$ cat config.mk
export PLATFORM = sky130hd
export DESIGN_NAME = rpq_sqrt
export DESIGN_NICKNAME = d
export VERILOG_FILES = /design/src/rtl/core/rpq_sqrt.sv
export SDC_FILE = /design/constraint.sdc
export NUM_CORES = 1
export LEC_CHECK = 0
export BUFFER_PORTS_ARGS = -buffer_cell sky130_fd_sc_hd__buf_2
export CAP_MARGIN = 15
export CORE_MARGIN = 4
export CORE_UTILIZATION = 55
export DETAILED_ROUTE_END_ITERATION = 8
export MAX_ROUTING_LAYER = met4
export PLACE_DENSITY_LB_ADDON = 0.25
export SYNTH_ARGS = -nofsm -noshare
export SYNTH_HDL_FRONTEND = slang
export SYNTH_SLANG_ARGS = --single-unit
$ cat constraint.sdc
create_clock -name clk -period 3.9 [get_ports clk]
set_clock_uncertainty 0.1 [all_clocks]
set_input_delay 0.78 -clock clk [delete_from_list [all_inputs] [get_ports clk]]
set_output_delay 0.78 -clock clk [all_outputs]
set_load 0.005 [all_outputs]
$ cat src/rtl/core/rpq_sqrt.sv
module rpq_sqrt (
	input logic clk,
	input logic arst_n,
	input logic start,
	input logic [63:0] v,
	output logic done,
	output logic [31:0] r
);
	logic busy_q, done_q;
	logic [4:0] cnt_q;
	logic [35:0] rem_q;
	logic [31:0] root_q;
	logic [63:0] vs_q;
	logic [35:0] t, trial;

	assign t = {rem_q[33:0], vs_q[63:62]};
	assign trial = {2'b0, root_q, 2'b01};

	always_ff @(posedge clk or negedge arst_n) begin
		if (!arst_n) begin
			busy_q <= 1'b0;
			done_q <= 1'b0;
			cnt_q <= '0;
		end else begin
			done_q <= 1'b0;
			if (start) begin
				busy_q <= 1'b1;
				cnt_q <= '0;
			end else if (busy_q) begin
				cnt_q <= cnt_q + 1'b1;
				if (cnt_q == 5'd31) begin
					busy_q <= 1'b0;
					done_q <= 1'b1;
				end
			end
		end
	end

	// two radicand bits per step
	always_ff @(posedge clk) begin
		if (start) begin
			rem_q <= '0;
			root_q <= '0;
			vs_q <= v;
		end else if (busy_q) begin
			vs_q <= {vs_q[61:0], 2'b00};
			if (t >= trial) begin
				rem_q <= t - trial;
				root_q <= {root_q[30:0], 1'b1};
			end else begin
				rem_q <= t;
				root_q <= {root_q[30:0], 1'b0};
			end
		end
	end

	assign done = done_q;
	assign r = root_q;

endmodule

# ---- Word-level counts from Yosys, hierarchy flattened
# Cells that the tools add are included.
dict set report word_totals {
  ff_bits 137
  inputBits 67
  out_inout_bits 33
}
dict set report classes {
  add_sub_neg 2
  n_lt_le_gt_ge 1
  n_eq_ne 1
  muxes 12
  n_reduce_logical 1
}
# op n
set op_table {}
lappend op_table {{2-to-1 mux 64 bit} 2}
lappend op_table {{>= comparator 36 x 34 -> 1 bit} 1}
lappend op_table {{2-to-1 mux 34 bit} 1}
lappend op_table {{subtractor 34 bit} 1}
lappend op_table {{2-to-1 mux 5 bit} 2}
lappend op_table {{2-to-1 mux 1 bit} 7}
lappend op_table {{adder 5 x 1 -> 5 bit, second input constant} 1}
lappend op_table {{equality test 5 bit, second input constant} 1}
lappend op_table {{nonzero test 2 bit} 1}

# ---- Depth between registers and ports, before layout
dict set report logic_depth {
  depth_word 4
  ltp_mapped 14
  depth_no_buf 10
}

# ---- Worst setup path before layout
# Ideal clock, no wire load.
dict set report synth_path {
  path_kind {register -> register}
  start {register root_q[0], in the netlist r[0]}
  end {register rem_q[11]}
  setup_time_ns 0.088
  arrival_ns 2.885
  required_ns 3.712
  slack_ns 0.827
  path_stages_with_launch 14
  n_path_buf 3
  period_less_slack_ns 3.073
  cell_sequence {dfxtp_1 -> inv_1 -> ha_1 -> nor2b_4 -> o31a_1 -> o311a_4 -> o21a_4 -> or4_4 -> buf_6 -> nand2_4 -> buf_12 -> buf_12 -> nand2_2 -> a311oi_2}
}
dict set report synth_via {
  elab_chain_cells 2
}
# item line_no
set synth_rtl {}
lappend synth_rtl {{from (decl)} 12} ;# logic [31:0] root_q;
lappend synth_rtl {{from (signal assigned)} 49} ;# root_q <= {root_q[30:0], 1'b1};
lappend synth_rtl {{from (signal assigned)} 52} ;# root_q <= {root_q[30:0], 1'b0};
lappend synth_rtl {{subtractor 34 bit / >= comparator 36 x 34 -> 1 bit (equally long branches)} {48, 47}}
lappend synth_rtl {{2-to-1 mux 34 bit (*)} 47} ;# if (t >= trial) begin
lappend synth_rtl {{to (signal assigned)} 48} ;# rem_q <= t - trial;
lappend synth_rtl {{to (signal assigned)} 51} ;# rem_q <= t;
lappend synth_rtl {{to (decl)} 11} ;# logic [35:0] rem_q;
# Mark *: on every way between the ends. The rest lies on a longest branch, timed or not.
# A chain may end at the register's enable or synchronous reset.

# ---- Worst setup path in the final report
dict set report layout_path {
  start {register root_q[0], in the netlist r[0]}
  end {register rem_q[17]}
}
# Same word-level chain as after synthesis.

==> out/metrics.yaml <==
yosys:
  yosysTopAreaCellShare_pct: 24.3
  syn_nets: 893
  synth_area_leaders: "edfxtp_1, dfxtp_1, mux2_2"
  yosysWarnings: 0
  syn_area_per_cell_sq_um: 10.0
  ys_async_sr_fraction_pct: 5.11
  synth-edff-count: 64
  synth_cell_types: 65
  ys_ff_latch: 137
  netlist_area_sq_um: 7920
  yosysSeqAreaShare_pct: 43.1
  yosys.area.top_type: "edfxtp_1"
  synthCells: 790
  ys.flop_type: "dfxtp_1"
cts:
  ctsResizeCount: 0
  clkLatencyLatePin_ns: 0.43
  cts_made_buffers: 17
  cts_max_level: 4
  clockBufferDepth: 2
  clock-sinks: 137
  post-cts-setup-buffers: 0
  cts_root_buf: "clkbuf_16"
  clk_pin_slew_ns: 0.06
  postCtsHoldBufs: 0
  cts_tree: "done"
floorplanning:
  num_rows: 43
  die_w_um: 128
  io-pin-count: 100
  start_util_pct: 56.6
  die_area_sq_um: 16400
  die_h_um: 128
  core_sq_um: 14000
sta:
  hold_slack_ns: 0.0689
  drv_slew: 0
  setup_viol: 0
  relSlewSlack_pct: 46.1
  rsz0062_at_grt: "false"
  tightest_slew_ns: 0.808
  fin_crit_sh_pct: 85.5
  max_freq_mhz: 300
  fin_crit_ns: 3.33
  final.setup.tns_ns: 0
  hold_violations: 0
critical_path:
  startpoint_type: "flop"
  crit_path_max_fanout: 30
  cp_data_arrival_time_ns: 3.56
  critPathKind: "reg2reg"
  required_ns: 4.13
  critPathCaptureType: "flop"
finish:
  syn2layout_area_growth_pct: 14.4
  layout_common_cells: "buf_2, nor2_1, dfxtp_1, mux2_2, edfxtp_1"
  drive_above_1_share_pct: 27.8
  n_antenna_cell: 0
  final_common_cell: "buf_2"
  final_nets: 980
  fillers: 1159
route:
  drt-total-wl_um: 17300
  drc: 0
  dr.pass1.iters: 5
  num_vias: 6191
  postRouteAntennaNets: 0
  drt_iter0_markers: 412
  wl_per_cell_um: 16.2
  vias_per_cell: 5.79
power_and_ir_drop:
  p_total_w: 0.00688
  p_per_area_nw_per_um2: 758
  ir_drop_v: 0.000387
  leakage_nw: 4.04
placement:
  io_buffers: 99
  finalWeightedCongestion: 0.990
  dpl.hpwl_um: 12400
global_route:
  grt_pass1_wl_um: 29000
  grtUsageTotal_pct: 22.4
  grt_start_max_net_pins: 64
  grt_pass1_vias: 6029
  antenna_found_initial: 0
  overflow: 0
min_path:
  hold_path_class: "in2async"
flow_run:
  cap_violations: 0
run_status:
  outcome: "complete, no violations"
path summary, 6_finish.rpt:
path                                   to      start  cells after the start  slack (ns)
worst max-delay path            rem_q[17]       r[0]                     10        0.57
worst min-delay path                 done     arst_n                      1        0.07
worst max register to register  rem_q[17]       r[0]                     10        0.57
worst min register to register  rem_q[24]  rem_q[22]                      2        0.40
max in group asynchronous          busy_q     arst_n                      1        3.46
min in group clk                rem_q[24]  rem_q[22]                      2        0.40
worst max-delay path, stage by stage (launching register included):
cell and delay (ns):
dfxtp_1 0.37, inv_1 0.06, ha_1 0.37, nor2b_4 0.16, o31a_1 0.28, o311a_4 0.34, o21a_4 0.21, or4_4 0.57
nand2_4 0.38, nand2_1 0.11, a311oi_1 0.29
per-stage QoR:
step	cell area, sq um	util [%]	std cells	setup slack (ns)
after floorplan	7920	-	790	0.827
after global placement	8510	60.8	1038	0.698
after detailed placement	8510	60.8	1038	0.555
after CTS	9060	64.8	1070	0.564
after global routing	9060	64.8	1070	0.386
final	9060	64.8	1070	0.565
registers in the layout, indices dropped and copies added, names as in the netlist:
register	cells
done	1
rem_q	34
vs_q	64
r	32
cnt_q	5
busy_q	1
Yosys cell counts (all sizes together), types with 6 or more instances:
cell	count
dfxtp	66
ha	36
mux2	65
o21ai	26
nand3	21
or3	7
xor2	9
nand2	70
a21oi	44
mux2i	35
nor3	12
nor2	90
edfxtp	64
xnor2	13
inv	47
o211ai	7
o21a	6
or2	6
o21bai	7
a311oi	24
buf	17
nand4	10
clkbuf	24
a21o	18
dfrtp	7
metal layers:
| metal | track usage, % | part of all wire, % |
|---|---|---|
| met4 | 8.43 | 2.6 |
| met1 | 29.3 | 45 |
| met5 | - | 0 |
| met2 | 34.8 | 49 |
| met3 | 4.38 | 4.0 |
cells by family after synthesis:
family                     count (synthesis)  synth area share, %
DFF                                      137                 43.1
and+or+nand+nor                          241                 14.3
AOI/OAI and AO/OA                        165                 15.8
adders and majority gates                 36                 5.69
xor gates and xnor gates                  22                 2.43
muxes                                    100                 13.7
buffers and inverters                     89                 4.97
power by group:
part / internal (W) / total, W / switching, W / leakage (nW)
combinational: 0.00150 / 0.00350 / 0.00201 / 2.46
sequential: 0.00172 / 0.00185 / 0.000136 / 1.31
clock: 0.000882 / 0.00152 / 0.000637 / 0.270
layout make-up:
cell class                 instances  area (sq um)  area share, %
multi-input combinational        564          4110           45.3
clock buffer                      19           433           4.78
sequential                       137          3420           37.8
tap                              180           225           2.48
clock inverter                    13           121           1.34
inverter                          48           180           1.99
timing repair buffer             109           573           6.32
(Power assumes the default switching activity.)
