$ cat config.mk
export PLATFORM = sky130hd
export DESIGN_NAME = rpq_div
export DESIGN_NICKNAME = d
export VERILOG_FILES = /design/src/rtl/core/rpq_pkg.sv /design/src/rtl/core/rpq_div.sv
export SDC_FILE = /design/constraint.sdc
export NUM_CORES = 1
export LEC_CHECK = 0
export ABC_AREA = 1
export BUFFER_PORTS_ARGS = -buffer_cell sky130_fd_sc_hd__buf_4
export CAP_MARGIN = 20
export CORE_MARGIN = 2
export CORE_UTILIZATION = 57
export CTS_CLUSTER_SIZE = 20
export DETAILED_ROUTE_END_ITERATION = 8
export PLACE_DENSITY = 0.86
export REMOVE_ABC_BUFFERS = 1
export SLEW_MARGIN = 20
export SYNTH_ARGS = -nofsm -noshare
export SYNTH_HDL_FRONTEND = slang
export SYNTH_SLANG_ARGS = --single-unit
$ cat constraint.sdc
create_clock -name clk -period 4.49 [get_ports clk]
set_input_delay 0.898 -clock clk [delete_from_list [all_inputs] [get_ports clk]]
set_output_delay 0.898 -clock clk [all_outputs]
set_load 0.01 [all_outputs]
$ cat src/rtl/core/rpq_pkg.sv
package rpq_pkg;

	localparam int NW = 96;
	localparam int DW = 48;
	localparam int QW = 61;
	localparam int AXIS_SH = 42;
	localparam int THR_SH = 46;

	localparam logic [2:0] CFG_PROP = 3'd0;
	localparam logic [2:0] CFG_INTEG = 3'd1;
	localparam logic [2:0] CFG_DERIV = 3'd2;
	localparam logic [2:0] CFG_BOUND = 3'd3;
	localparam logic [2:0] CFG_INERTIA = 3'd4;
	localparam logic [2:0] CFG_ARM = 3'd5;
	localparam logic [2:0] CFG_COEF = 3'd6;

	localparam logic [47:0] PROP_RST = 48'd9895755647232;
	localparam logic [47:0] INTEG_RST = 48'd3298585215744;
	localparam logic [47:0] DERIV_RST = 48'd330717528141;
	localparam logic [47:0] BOUND_RST = 48'd274882101312000;
	localparam logic [59:0] INERTIA_RST = 60'd7954972014547986;
	localparam logic [15:0] ARM_RST = 16'd5243;
	localparam logic [31:0] COEF_RST = 32'd8203;

	// bit k set where the mixer subtracts term k for that motor
	localparam logic [3:0] MIX_NEG [4] = '{4'b0110, 4'b0000, 4'b0101, 4'b0111};

	localparam logic [31:0] SPEED_MAX = 32'h7FFF_FFFF;

	typedef struct packed {
		logic [15:0] kp;
		logic [15:0] ki;
		logic [15:0] kd;
		logic [15:0] bound;
		logic [19:0] inertia;
	} lane_cfg_t;

	typedef struct packed {
		logic [51:0] mag;
		logic neg;
	} lane_res_t;

endpackage

$ cat src/rtl/core/rpq_div.sv
module rpq_div (
	input logic clk,
	input logic arst_n,
	input logic start,
	input logic [rpq_pkg::NW-1:0] n,
	input logic [rpq_pkg::DW-1:0] d,
	output logic done,
	output logic [rpq_pkg::QW-1:0] q
);
	import rpq_pkg::*;

	localparam int CW = $clog2(QW);

	logic busy_q, done_q;
	logic [CW-1:0] cnt_q;
	logic [DW-1:0] rem_q;
	logic [QW-1:0] nlo_q, q_q;
	logic [DW:0] t;

	assign t = {rem_q, nlo_q[QW-1]};

	always_ff @(posedge clk or negedge arst_n) begin
		if (!arst_n) begin
			busy_q <= 1'b0;
			done_q <= 1'b0;
			cnt_q <= '0;
		end else begin
			done_q <= 1'b0;
			if (start) begin
				cnt_q <= '0;
				// zero numerator and quotient overflow finish at once
				if (n == '0 || DW'(n[NW-1:QW]) >= d) begin
					done_q <= 1'b1;
				end else begin
					busy_q <= 1'b1;
				end
			end else if (busy_q) begin
				cnt_q <= cnt_q + 1'b1;
				if (cnt_q == CW'(QW - 1)) begin
					busy_q <= 1'b0;
					done_q <= 1'b1;
				end
			end
		end
	end

	always_ff @(posedge clk) begin
		if (start) begin
			rem_q <= DW'(n[NW-1:QW]);
			nlo_q <= n[QW-1:0];
			if (n == '0) begin
				q_q <= '0;
			end else if (DW'(n[NW-1:QW]) >= d) begin
				q_q <= '1;
			end else begin
				q_q <= '0;
			end
		end else if (busy_q) begin
			nlo_q <= {nlo_q[QW-2:0], 1'b0};
			if (t >= {1'b0, d}) begin
				rem_q <= DW'(t - {1'b0, d});
				q_q <= {q_q[QW-2:0], 1'b1};
			end else begin
				rem_q <= t[DW-1:0];
				q_q <= {q_q[QW-2:0], 1'b0};
			end
		end
	end

	assign done = done_q;
	assign q = q_q;

endmodule

Word-level counts from Yosys, hierarchy flattened
Index checks and enable logic that the tools add are counted.
- register bits: 178
- input port bits: 147
- output and inout port bits: 62
- word-level logic and storage cells: 36
- $add $sub $neg: 2
- $lt $le $gt $ge: 2
- eq/ne operators: 2
- mux-type cells: 20
- reductions and logical operators: 3
- operators with widths (operator ; number):
    two-way mux 61 bit ; 6
    logical NOT 96 bit ; 1
    two-way mux 35 bit ; 2
    greater-or-equal comparator 49 x 48 -> 1 bit ; 1
    greater-or-equal comparator 35 x 48 -> 1 bit ; 1
    two-way mux 48 bit ; 1
    subtractor 48 bit ; 1
    two-way mux 6 bit ; 2
    two-way mux 1 bit ; 9
    adder 6 x 1 -> 6 bit, second input constant ; 1
    == test 6 bit, second input constant ; 1
    != test 2 bit, second input constant ; 1
    nonzero test 2 bit ; 1
    logical OR 1 bit ; 1

Depth between registers and ports, before layout
- word-level depth: 4
- gate-level depth with buffers: 17
- gate-level depth less buffers: 17

Worst setup path after synthesis
Ideal clock, no wire load.
- path type: input -> register
- start: input start
- end: register nlo_q[0] (enable)
- library setup time: 0.510 ns
- data arrival time: 4.021 ns
- required time: 3.980 ns
- path slack: -0.042 ns
- cell stages on the path: 2
- path buffers: 0
- path through: nor2_1 > inv_1
- longest elaborated chain between the ends: 1
- RTL lines (element ; line ; source):
    from (decl) ; rpq_div.sv:4 ; input logic start,
    nonzero test 2 bit (no line) ; -- ;
    to (signal assigned) ; rpq_div.sv:50 ; nlo_q <= n[QW-1:0];
    to (signal assigned) ; rpq_div.sv:59 ; nlo_q <= {nlo_q[QW-2:0], 1'b0};
    to (decl) ; rpq_div.sv:17 ; logic [QW-1:0] nlo_q, q_q;
Every way passes these cells.
A chain may end at the register's enable or synchronous reset.

Final worst setup path
- start: input d[19] (netlist name)
- end: register q_q[22] (netlist: q[22]), data pin
- longest elaborated chain between the ends: 4
- RTL lines (element ; line ; source):
    from (decl) ; rpq_div.sv:6 ; input logic [rpq_pkg::DW-1:0] d,
    greater-or-equal comparator 35 x 48 -> 1 bit ; rpq_div.sv:53 ; end else if (DW'(n[NW-1:QW]) >= d) begin
    two-way mux 61 bit ; rpq_div.sv:53 ;
    two-way mux 61 bit ; rpq_div.sv:51 ; if (n == '0) begin
    two-way mux 61 bit ; rpq_div.sv:48 ; if (start) begin
    to (signal assigned) ; rpq_div.sv:62 ; q_q <= {q_q[QW-2:0], 1'b1};
    to (signal assigned) ; rpq_div.sv:65 ; q_q <= {q_q[QW-2:0], 1'b0};
    to (decl) ; rpq_div.sv:17 ;
Every way passes these cells.

==> run_results.csv <==
group,metric,value,unit
run_status,outcome,"complete, no violations",
global_routing,overflow,0,
sta,fmax,319,MHz
sta,setup_viol,0,
sta,post-route-period-util,0.699,
yosys,yosysWarnings,0,
final_layout,fill_cells,1981,
clock_network,cts-resized-gates,0,
yosys,seq_area_frac_synth,0.379,
clock_network,numCtsBuffers,17,
clock_network,clkSinkCount,178,
final_layout,post-route-util,0.684,
sta,skew,21.8,ps
drt,first_pass_iters,5,
drt,vias,13500,
die,initial_utilization,0.581,
sta,finalHoldWorstSlack,238,ps
setup_path,setup.worst_path.class,"in2reg",
yosys,synthCells,1990,
sta,post-route-min-period,3140,ps
placement,place_hpwl,32200,um
clock_network,clk_latency,450,ps
global_routing,grt_start_max_net_pins,165,
setup_path,critPathLaunch,"d[19]",
flow_run,cap_violations,0,
clock_network,path_clk_slew,90,ps
sta,relSlewSlack,0.290,
global_routing,grt_usage,0.350,
setup_path,cp-end-kind,"flop",
yosys,synth_top_area_cell,"edfxtp_1",
setup_path,crit_fanout,61,
drt,drcViolationCount,0,
die,die-area,25200,um^2
setup_path,worstPathArrival,3440,ps
drt,routed_wl,43100,um
clock_network,htreeDepth,4,
drt,ant_nets,0,
sta,slew_viol_final,0,
power,powerDensity,459,nW/um^2
clock_network,cts_hold_buf,0,
placement,portBuffers,208,
final_layout,layout.nets,2404,
die,rows,56,
yosys,netlist_area,13600,um^2
clock_network,clk_path_buf_depth,2,
final_layout,diodes,0,
placement,place.gp.congestion,0.969,
power,irDropWorstVdd,313,uV
setup_path,critPathLaunchType,"primary input",
die,ioPinCount,209,
sta,hold_violations,0,
global_routing,antenna_found_initial,0,
global_routing,grt_pass1_wl,67500,um
yosys,yosysTopAreaCellShare,0.346,
yosys,syn_area_per_cell,6.85,um^2
final_layout,area_growth,17.8,%
setup_path,timing.rr.start,"rem_q[18]",
min_path,hp-class,"in2async",
sta,tightestPinTransition,1060,ps
drt,wl_per_cell,17.2,um
yosys,ys_top_cells_by_area,"edfxtp_1, nand2_1, inv_1",
drt,via_per_inst,5.38,
die,coreArea,23500,um^2
setup_path,worstPathRequired,4790,ps
clock_network,cts_tree,"done",
global_routing,grt_pass1_vias,12800,
yosys,ys_types,37,
die,die_y,159,um
yosys,ys_seq_elements,178,
sta,rsz0062_at_grt,"false",
power,power.leakage,8.93,nW
clock_network,clock-root-buffer,"clkbuf_16",
die,die_w,159,um
clock_network,post_cts_buffers,0,
drt,drtIter0Drc,1512,
final_layout,drive_gt1_frac,0.130,
cell usage after synthesis, drive strengths merged:
cell / count
a21o: 2
clkinv: 2
inv: 398
dfxtp: 13
edfxtp: 157
nand2: 746
clkbuf: 29
and2: 1
nor2: 113
a21oi: 49
nor4: 14
o22ai: 1
nand3: 133
o21a: 3
nor3: 21
buf: 27
xor2: 1
o21bai: 3
xnor2: 24
fa: 1
dfrtp: 8
nand4: 82
or2: 3
ha: 85
o21ai: 74
layout by cell type, fill, tap and decap left out, drive strengths merged, types with 8 or more instances in the layout:
cell type / Yosys / final
nand3: 133 / 133
nor2: 113 / 113
inv: 398 / 404
nand4: 82 / 82
nand2: 746 / 746
clkinv: 2 / 10
clkbuf: 29 / 18
nor3: 21 / 21
a21oi: 49 / 49
dfxtp: 13 / 13
edfxtp: 157 / 157
ha: 85 / 85
o21ai: 74 / 74
xnor2: 24 / 24
dfrtp: 8 / 8
nor4: 14 / 14
buf: 27 / 218
logic make-up after synthesis:
kind of cell / count (synthesis) / synth area share
xor+xnor: 25 / 0.0161
flops: 178 / 0.379
simple gates: 1113 / 0.345
fa+ha+maj: 86 / 0.0795
buf+inv: 456 / 0.130
compound gates: 132 / 0.0503
worst paths after layout:
check | endpoint | depth (start not counted) | slack [ps]
worst max-delay path | q[22] | 12 | 1350
worst min-delay path | cnt_q[0] | 1 | 240
worst max register to register | rem_q[1] | 14 | 1550
worst min register to register | rem_q[38] | 2 | 470
max in group asynchronous | cnt_q[4] | 1 | 4120
min in group clk | rem_q[38] | 2 | 470
routing by layer:
layer	vias up	track usage	wire length, um
met2	576	0.591	20300
met1	6156	0.452	18100
met4	0	0.102	1090
met5	-	0	0
li1	6652	-	-
met3	71	0.0732	3560
cell type report:
type / count / area (um^2) / area share
Multi-Input combinational cell: 1356 / 6700 / 0.417
Sequential cell: 178 / 5170 / 0.322
Timing Repair Buffer: 218 / 1650 / 0.103
Inverter: 400 / 1510 / 0.0941
Clock buffer: 18 / 439 / 0.0273
Tap cell: 319 / 399 / 0.0249
Clock inverter: 14 / 188 / 0.0117
worst max-delay path, stage by stage:
cell and delay (ps):
buf_4 80, inv_1 60, ha_1 320, nand4_1 290, nor2_1 190, nand2_1 130, nor3_1 360, o21ai_0 320
nand3_1 210, nand3_2 70, buf_4 340, nand2_1 150
flip-flops by register name, indices dropped and copies added (netlist names):
signal	count
q	61
nlo_q	61
rem_q	48
done	1
cnt_q	6
busy_q	1
metrics by stage:
| stage | instance area, um^2 | worst slack [ps] | std cells | total power [mW] | setup TNS, ps |
|---|---|---|---|---|---|
| global route | 16100 | 1140 | 2503 | 7.87 | 0 |
| global placement | 15400 | 1060 | 2471 | 5.61 | 0 |
| detailed placement | 15400 | 965 | 2471 | 5.67 | 0 |
| floorplan | 13400 | -394 | 1934 | 4.69 | -49070 |
| finish | 16100 | 1350 | 2503 | 7.36 | 0 |
| CTS | 16100 | 1390 | 2503 | 7.30 | 0 |
power breakdown:
part	total, mW	internal (mW)	switching (mW)
clock	1.64	0.778	0.864
sequential	2.23	2.08	0.154
combinational	3.49	1.21	2.28
total	7.36	4.07	3.29
No activity file was read; power rests on OpenSTA's default activity.
